`src/frc_pkg.sv`:
```
// Package for the fraction reducer: shared constants and the command and
// status types that pass between the controller and the datapath.
// No dependencies.
package frc_pkg;

    // Default width of the numerator and denominator fields
    localparam int FRC_VALUE_WIDTH = 31;

    // Datapath operations issued by the controller
    typedef enum logic [2:0] {
        OP_NONE,
        OP_LOAD,
        OP_HALVE_BOTH,
        OP_HALVE_A,
        OP_GCD_STEP,
        OP_MAKE_G,
        OP_DIV_STEP,
        OP_CAPTURE
    } frc_op_t;

    typedef struct packed {
        frc_op_t op;
    } frc_cmd_t;

    typedef struct packed {
        logic a_even;
        logic b_even;
        logic b_zero;
        logic n_zero;
        logic d_zero;
        logic div_last;
    } frc_status_t;

endpackage

```
`src/frc_datapath.sv`:
```
// Datapath of the fraction reducer: binary GCD registers, two restoring
// divider lanes sharing the divisor, and the result register.
// Depends on frc_pkg.
module frc_datapath
    import frc_pkg::*;
#(
    parameter int VALUE_WIDTH = FRC_VALUE_WIDTH
) (
    input  logic                   aclk,
    input  logic [VALUE_WIDTH-1:0] num_in,
    input  logic [VALUE_WIDTH-1:0] den_in,
    input  frc_cmd_t               cmd,
    output frc_status_t            status,
    output logic [VALUE_WIDTH-1:0] num_out,
    output logic [VALUE_WIDTH-1:0] den_out,
    output logic                   zero_den
);

    localparam int W  = VALUE_WIDTH;
    localparam int KW = $clog2(W);
    localparam int CW = $clog2(W + 1);

    logic [W-1:0]  a_reg, a_next;
    logic [W-1:0]  b_reg, b_next;
    logic [KW-1:0] k_reg, k_next;
    logic [CW-1:0] cnt_reg, cnt_next;
    logic [W-1:0]  qn_reg, qn_next;
    logic [W-1:0]  qd_reg, qd_next;
    logic [W-1:0]  rn_reg, rn_next;
    logic [W-1:0]  rd_reg, rd_next;
    logic          zd_reg, zd_next;
    logic [W-1:0]  num_out_reg, num_out_next;
    logic [W-1:0]  den_out_reg, den_out_next;
    logic          zero_den_reg, zero_den_next;

    // GCD subtract: both differences, borrow of b - a says a > b
    logic [W:0] ba_diff;
    logic [W:0] ab_diff;
    assign ba_diff = {1'b0, b_reg} - {1'b0, a_reg};
    assign ab_diff = {1'b0, a_reg} - {1'b0, b_reg};

    // Divider lanes: shift in the next dividend bit, trial subtract
    logic [W:0]   rn_w, rd_w;
    logic [W+1:0] rn_diff, rd_diff;
    logic         qn_bit, qd_bit;
    assign rn_w    = {rn_reg, qn_reg[W-1]};
    assign rd_w    = {rd_reg, qd_reg[W-1]};
    assign rn_diff = {1'b0, rn_w} - {2'b0, a_reg};
    assign rd_diff = {1'b0, rd_w} - {2'b0, a_reg};
    assign qn_bit  = ~rn_diff[W+1];
    assign qd_bit  = ~rd_diff[W+1];

    // Next-state logic per command
    always_comb begin
        a_next        = a_reg;
        b_next        = b_reg;
        k_next        = k_reg;
        cnt_next      = cnt_reg;
        qn_next       = qn_reg;
        qd_next       = qd_reg;
        rn_next       = rn_reg;
        rd_next       = rd_reg;
        zd_next       = zd_reg;
        num_out_next  = num_out_reg;
        den_out_next  = den_out_reg;
        zero_den_next = zero_den_reg;
        unique case (cmd.op)
            OP_NONE: begin
            end
            OP_LOAD: begin
                a_next  = num_in;
                b_next  = den_in;
                qn_next = num_in;
                qd_next = den_in;
                rn_next = '0;
                rd_next = '0;
                k_next  = '0;
                zd_next = (den_in == '0);
            end
            OP_HALVE_BOTH: begin
                a_next = a_reg >> 1;
                b_next = b_reg >> 1;
                k_next = k_reg + KW'(1);
            end
            OP_HALVE_A: begin
                a_next = a_reg >> 1;
            end
            OP_GCD_STEP: begin
                if (!b_reg[0]) begin
                    b_next = b_reg >> 1;
                end else if (ba_diff[W]) begin
                    a_next = b_reg;
                    b_next = ab_diff[W-1:0];
                end else begin
                    b_next = ba_diff[W-1:0];
                end
            end
            OP_MAKE_G: begin
                a_next   = a_reg << k_reg;
                cnt_next = CW'(W);
            end
            OP_DIV_STEP: begin
                rn_next  = qn_bit ? rn_diff[W-1:0] : rn_w[W-1:0];
                rd_next  = qd_bit ? rd_diff[W-1:0] : rd_w[W-1:0];
                qn_next  = {qn_reg[W-2:0], qn_bit};
                qd_next  = {qd_reg[W-2:0], qd_bit};
                cnt_next = cnt_reg - CW'(1);
            end
            OP_CAPTURE: begin
                num_out_next  = qn_reg;
                den_out_next  = qd_reg;
                zero_den_next = zd_reg;
            end
            default: begin
            end
        endcase
    end

    // Payload registers, no reset needed
    always_ff @(posedge aclk) begin
        a_reg        <= a_next;
        b_reg        <= b_next;
        k_reg        <= k_next;
        cnt_reg      <= cnt_next;
        qn_reg       <= qn_next;
        qd_reg       <= qd_next;
        rn_reg       <= rn_next;
        rd_reg       <= rd_next;
        zd_reg       <= zd_next;
        num_out_reg  <= num_out_next;
        den_out_reg  <= den_out_next;
        zero_den_reg <= zero_den_next;
    end

    // Status to the controller
    assign status.a_even   = ~a_reg[0];
    assign status.b_even   = ~b_reg[0];
    assign status.b_zero   = (b_reg == '0);
    assign status.n_zero   = (qn_reg == '0);
    assign status.d_zero   = zd_reg;
    assign status.div_last = (cnt_reg == CW'(1));

    assign num_out  = num_out_reg;
    assign den_out  = den_out_reg;
    assign zero_den = zero_den_reg;

endmodule

```
`src/frc_ctrl.sv`:
```
// Controller of the fraction reducer: sequences load, GCD, division and
// result capture, and owns the handshake state. Depends on frc_pkg.
module frc_ctrl
    import frc_pkg::*;
(
    input  logic        aclk,
    input  logic        aresetn,
    input  logic        s_tvalid,
    output logic        s_tready,
    output logic        m_tvalid,
    input  logic        m_tready,
    input  frc_status_t status,
    output frc_cmd_t    cmd
);

    typedef enum logic [2:0] {
        S_IDLE,
        S_CHECK,
        S_STRIP_BOTH,
        S_STRIP_A,
        S_LOOP,
        S_DIV,
        S_FINISH
    } state_t;

    state_t state_reg, state_next;
    logic   out_valid_reg, out_valid_next;
    logic   out_free;

    assign out_free = ~out_valid_reg | m_tready;

    // Command and next state
    always_comb begin
        state_next = state_reg;
        cmd.op     = OP_NONE;
        unique case (state_reg)
            S_IDLE: begin
                if (s_tvalid) begin
                    cmd.op     = OP_LOAD;
                    state_next = S_CHECK;
                end
            end
            S_CHECK: begin
                if (status.d_zero || status.n_zero) begin
                    state_next = S_FINISH;
                end else begin
                    state_next = S_STRIP_BOTH;
                end
            end
            S_STRIP_BOTH: begin
                if (status.a_even && status.b_even) begin
                    cmd.op = OP_HALVE_BOTH;
                end else begin
                    state_next = S_STRIP_A;
                end
            end
            S_STRIP_A: begin
                if (status.a_even) begin
                    cmd.op = OP_HALVE_A;
                end else begin
                    state_next = S_LOOP;
                end
            end
            S_LOOP: begin
                if (status.b_zero) begin
                    cmd.op     = OP_MAKE_G;
                    state_next = S_DIV;
                end else begin
                    cmd.op = OP_GCD_STEP;
                end
            end
            S_DIV: begin
                cmd.op = OP_DIV_STEP;
                if (status.div_last) begin
                    state_next = S_FINISH;
                end
            end
            S_FINISH: begin
                if (out_free) begin
                    cmd.op     = OP_CAPTURE;
                    state_next = S_IDLE;
                end
            end
            default: begin
                state_next = S_IDLE;
            end
        endcase
    end

    // Output word held until taken
    always_comb begin
        if (cmd.op == OP_CAPTURE) begin
            out_valid_next = 1'b1;
        end else if (m_tready) begin
            out_valid_next = 1'b0;
        end else begin
            out_valid_next = out_valid_reg;
        end
    end

    always_ff @(posedge aclk) begin
        if (!aresetn) begin
            state_reg     <= S_IDLE;
            out_valid_reg <= 1'b0;
        end else begin
            state_reg     <= state_next;
            out_valid_reg <= out_valid_next;
        end
    end

    // No input taken while reset is held
    assign s_tready = (state_reg == S_IDLE) && aresetn;
    assign m_tvalid = out_valid_reg;

endmodule

```
`src/fraction_reducer.sv`:
```
// Top level of the fraction reducer: stream ports, controller and datapath.
// Depends on frc_pkg, frc_ctrl and frc_datapath.
//
// Reduces num/den to lowest terms; a zero denominator passes the word through
// with the zero_den flag set, and a zero numerator passes through unreduced.
// One word is worked on at a time, in order: load, zero checks, halving out the
// common and then the remaining factors of two, the binary GCD loop (one halve
// or one subtract per cycle), scaling of the divisor, the restoring divider,
// which divides numerator and denominator in two parallel lanes, and result
// capture. A zero numerator or denominator goes straight from the checks to
// capture. The result sits in an output register, so the next word is taken
// while it waits.
module fraction_reducer
    import frc_pkg::*;
#(
    parameter int VALUE_WIDTH = FRC_VALUE_WIDTH
) (
    input  logic                                  aclk,
    input  logic                                  aresetn,
    input  logic                                  s_tvalid,
    output logic                                  s_tready,
    // s_tdata: num_in, den_in (from bit 0 up), zero padded to bytes
    input  logic [((2*VALUE_WIDTH+7)/8)*8-1:0]    s_tdata,
    output logic                                  m_tvalid,
    input  logic                                  m_tready,
    // m_tdata: num_out, den_out (from bit 0 up), zero padded to bytes
    output logic [((2*VALUE_WIDTH+7)/8)*8-1:0]    m_tdata,
    // m_tuser: zero_den
    output logic                                  m_tuser
);

    localparam int W     = VALUE_WIDTH;
    localparam int DATA_W = ((2 * W + 7) / 8) * 8;

    frc_cmd_t    cmd;
    frc_status_t status;
    logic [W-1:0] num_out;
    logic [W-1:0] den_out;

    frc_ctrl u_ctrl (
        .aclk     (aclk),
        .aresetn  (aresetn),
        .s_tvalid (s_tvalid),
        .s_tready (s_tready),
        .m_tvalid (m_tvalid),
        .m_tready (m_tready),
        .status   (status),
        .cmd      (cmd)
    );

    frc_datapath #(
        .VALUE_WIDTH (W)
    ) u_datapath (
        .aclk     (aclk),
        .num_in   (s_tdata[W-1:0]),
        .den_in   (s_tdata[2*W-1:W]),
        .cmd      (cmd),
        .status   (status),
        .num_out  (num_out),
        .den_out  (den_out),
        .zero_den (m_tuser)
    );

    assign m_tdata = DATA_W'({den_out, num_out});

`ifndef NO_ASSERTIONS
    // One word at a time: no second accept right after an accept
    a_one_in_flight: assert property (@(posedge aclk) disable iff (!aresetn)
        (s_tvalid && s_tready) |=> !s_tready)
        else $error("input accepted while a word is in progress");

    // Error flag goes with a zero denominator
    a_flag_den_zero: assert property (@(posedge aclk) disable iff (!aresetn)
        (m_tvalid && m_tuser) |-> (m_tdata[2*W-1:W] == '0))
        else $error("zero_den set with nonzero denominator");

    // A reduced fraction never has a zero denominator
    a_den_nonzero: assert property (@(posedge aclk) disable iff (!aresetn)
        (m_tvalid && !m_tuser) |-> (m_tdata[2*W-1:W] != '0))
        else $error("zero denominator without zero_den");
`endif

endmodule

```
`config.mk`:
```
export PLATFORM = sky130hd
export DESIGN_NAME = fraction_reducer
export DESIGN_NICKNAME = d
export VERILOG_FILES = /design/src/frc_pkg.sv /design/src/frc_datapath.sv /design/src/frc_ctrl.sv /design/src/fraction_reducer.sv
export SDC_FILE = /design/constraint.sdc
export NUM_CORES = 1
export LEC_CHECK = 0
export BUFFER_PORTS_ARGS = -buffer_cell sky130_fd_sc_hd__buf_2
export CAP_MARGIN = 20
export CORE_UTILIZATION = 44
export CTS_CLUSTER_DIAMETER = 150
export CTS_CLUSTER_SIZE = 14
export DETAILED_ROUTE_END_ITERATION = 8
export PLACE_DENSITY_LB_ADDON = 0.3
export SLEW_MARGIN = 20
export SYNTH_ARGS = -nofsm -noshare
export SYNTH_HDL_FRONTEND = slang
export SYNTH_HIERARCHICAL = 1
export SYNTH_SLANG_ARGS = --single-unit
```
`constraint.sdc`:
```
create_clock -name aclk -period 11.9 [get_ports aclk]
set_clock_uncertainty 0.05 [all_clocks]
set_input_delay 2.975 -clock aclk [delete_from_list [all_inputs] [get_ports aclk]]
set_output_delay 2.975 -clock aclk [all_outputs]
set_load 0.005 [all_outputs]
```
==> qor.yml <==
gp_congestion: 0.986
avgSynthCellArea_um2: 9.36
cts_max_level: 1
drive_above_1_share_pct: 11.0
rows: 76
criticalPathCategory: "input port to primary output"
synth_seq_cells: 264
ff_latch_area_um2: 7890
cp-start-kind: "input port"
drcViolationCount: 0
synth_area_leader_cell: "edfxtp_1"
clock-sinks: 264
async_flop_share_pct: 0
critPathArrivalTime_ns: 3.45
setup_viol: 0
critPathCapture: "s_tready"
fin_cells: 2713
hold_path_class: "flip-flop to flip-flop"
die_h_um: 211
post-route-min-period_ns: 6.47
reg2reg_slack_ns: 7.33
hpwl_um: 42700
start_util_pct: 44.6
routed_wl_um: 57000
numCtsBuffers: 22
critPathLaunch: "aresetn"
ys_seq_area_share_pct: 41.1
root_buffer: "clkbuf_16"
synth_edf_count: 260
dp_cells: 2679
ys.flop_type: "edfxtp_1"
grt_max_degree: 71
grt-ovfl-total: 0
n_antenna_cell: 0
dieArea_um2: 44400
cts.hold.buffers_added: 0
clk_pin_slew_ns: 0.06
synth_top_area_share_pct: 40.7
worstSetupEndpointType: "primary output"
cts_buffer_depth: 3
ant_nets: 0
synth_warnings: 6
final_max_slew_viol_count: 0
first_pass_iters: 5
critPathMaxStageDelay_ns: 0.15
portBuffers: 130
cp_num_buf_inv: 3
grtUsageTotal_pct: 25.4
crit_cells: 4
synthTopCellsByArea: "edfxtp_1 41%, ha_1 8.1%, nand2_1 6.7%"
path_cells: "buf_2 > inv_1 > nor4_1 > buf_2"
reg2reg_to: "u_datapath/rd_reg[6]"
setup_tns_ns: 0
clk_latency_ns: 0.54
post-cts-setup-buffer-count: 0
r2r_cells: 10
drv_cap: 0
fillers: 4108
reg2reg_from: "u_datapath/b_reg[24]"
max_freq_ghz: 0.155
ys_types: 92
pin_count: 135
syn_to_final_growth_pct: 8.98
cpLargestDelayFamily: "buffers and inverters"
max_slew_margin_pct: 36.0
required_ns: 8.88
layout.nets: 2315
post_drt_wl_per_cell_um: 21.0
critical-path-slowest-cell: "nor4_1"
outcome: "completed"
path_max_fanout: 4
coreArea_um2: 43000
synth.cell_area_um2: 19200
antenna_found_initial: 0
tritoncts: "yes"
die-width_um: 211
via_per_inst: 5.95
ctsResizeCount: 0
cpMostUsedCell: "buf_2"
hold_viol: 0
via_count: 16137
rsz0062_at_grt: "false"
multi_input_area_um2: 10500
grt_pass1_wl_um: 88200
initialDrtViolationCount: 1550
grt_pass1_vias: 15578
layout_worst_path_cycle_share_pct: 54.4
syn_inst: 2049
worstMarginPinSlew_ns: 0.960
-- final cells by class --
cell class              count  area share [%]
multi-input cells        1581            50.2
flip-flops and latches    264            37.7
repair buffers            150            3.89
well taps                 585            3.50
clock buffers              31            2.80
inverters                 100            1.80
clock inverters             2          0.0958
-- cell families after synthesis --
kind of cell	count (synthesis)	share of synthesized area [%]
other cells	1	0.0196
mux	93	6.05
flops	264	41.1
compound gates	584	20.2
fa+ha+maj	128	8.51
simple gates	692	15.9
buf+inv	205	4.45
xor+xnor	82	3.75
-- metal layers --
layer	global-route usage, %	vias up	wire length (µm)
met3	3.21	103	3110
met5	0	-	0
met2	41.8	545	26400
met4	9.82	0	2290
met1	34.1	7817	25100
li1	-	7672	-
-- how the worst min path moves through the flow --
stage,start,end,slack [ns],depth (start not counted)
floorplan,u_datapath/qd_reg[0],u_datapath/den_out[0],0.38,0
global placement,u_datapath/qd_reg[20],u_datapath/den_out[20],0.38,0
detailed placement,u_datapath/qd_reg[2],u_datapath/den_out[2],0.39,0
CTS,u_datapath/qd_reg[5],u_datapath/den_out[5],0.40,0
global route,u_datapath/qd_reg[8],u_datapath/den_out[8],0.41,0
finish,u_datapath/qd_reg[5],u_datapath/den_out[5],0.40,0
-- layout by cell type (no fill, tap or decap), types with 7 or more instances in the layout --
cell       count
a211oi_1      19
a21boi_0       7
a21o_1        36
a21oi_1      145
a221oi_1       7
a22oi_1       38
a31oi_1       16
and2_1        12
and3_1        15
buf_2        130
buf_4         19
clkbuf_1       9
clkbuf_16     22
edfxtp_1     260
ha_1         124
inv_1         97
mux2i_1       69
mux4_2        17
nand2_1      339
nand2b_1      19
nand3_1       30
nand4_1       14
nor2_1       159
nor2b_1       16
nor3_1        30
nor4_1        23
o211ai_1      32
o21a_1        28
o21ai_0      108
o21ai_1       31
o21bai_1      14
o221ai_1      11
o22ai_1        8
o31a_1         7
or3_1          7
xnor2_1       50
xor2_1        32
-- metrics by stage --
stage               util, %  hold slack, ns  setup WS (ns)  instance area, µm²
detailed placement     47.2           0.386           5.21               20300
global route           48.6           0.407           5.37               20900
CTS                    48.6           0.401           5.43               20900
global placement       47.2           0.378           5.30               20300
floorplan                 -           0.376           4.19               19200
finish                 48.6           0.401           5.43               20900
-- synth_stat cells, drive strengths merged, types with 8 or more instances --
master    n
inv      98
o21a     28
edfxtp  260
o31a      8
nand4    14
nand2   340
o221ai   11
o211ai   32
nand2b   19
ha      124
a22oi    39
nor3     30
nor4     23
nand3    30
or3       8
o21bai   14
xor2     32
mux4     17
a221oi    8
a21oi   149
nor2b    17
buf      40
a31oi    17
clkbuf   65
and2     13
a21o     36
o21ai   142
a21boi    9
o22ai     8
mux2i    69
and3     16
xnor2    50
a211oi   24
nor2    162
Power is not shown: default switching activity piles up to over one toggle a cycle in this logic, so the estimate is an artifact.
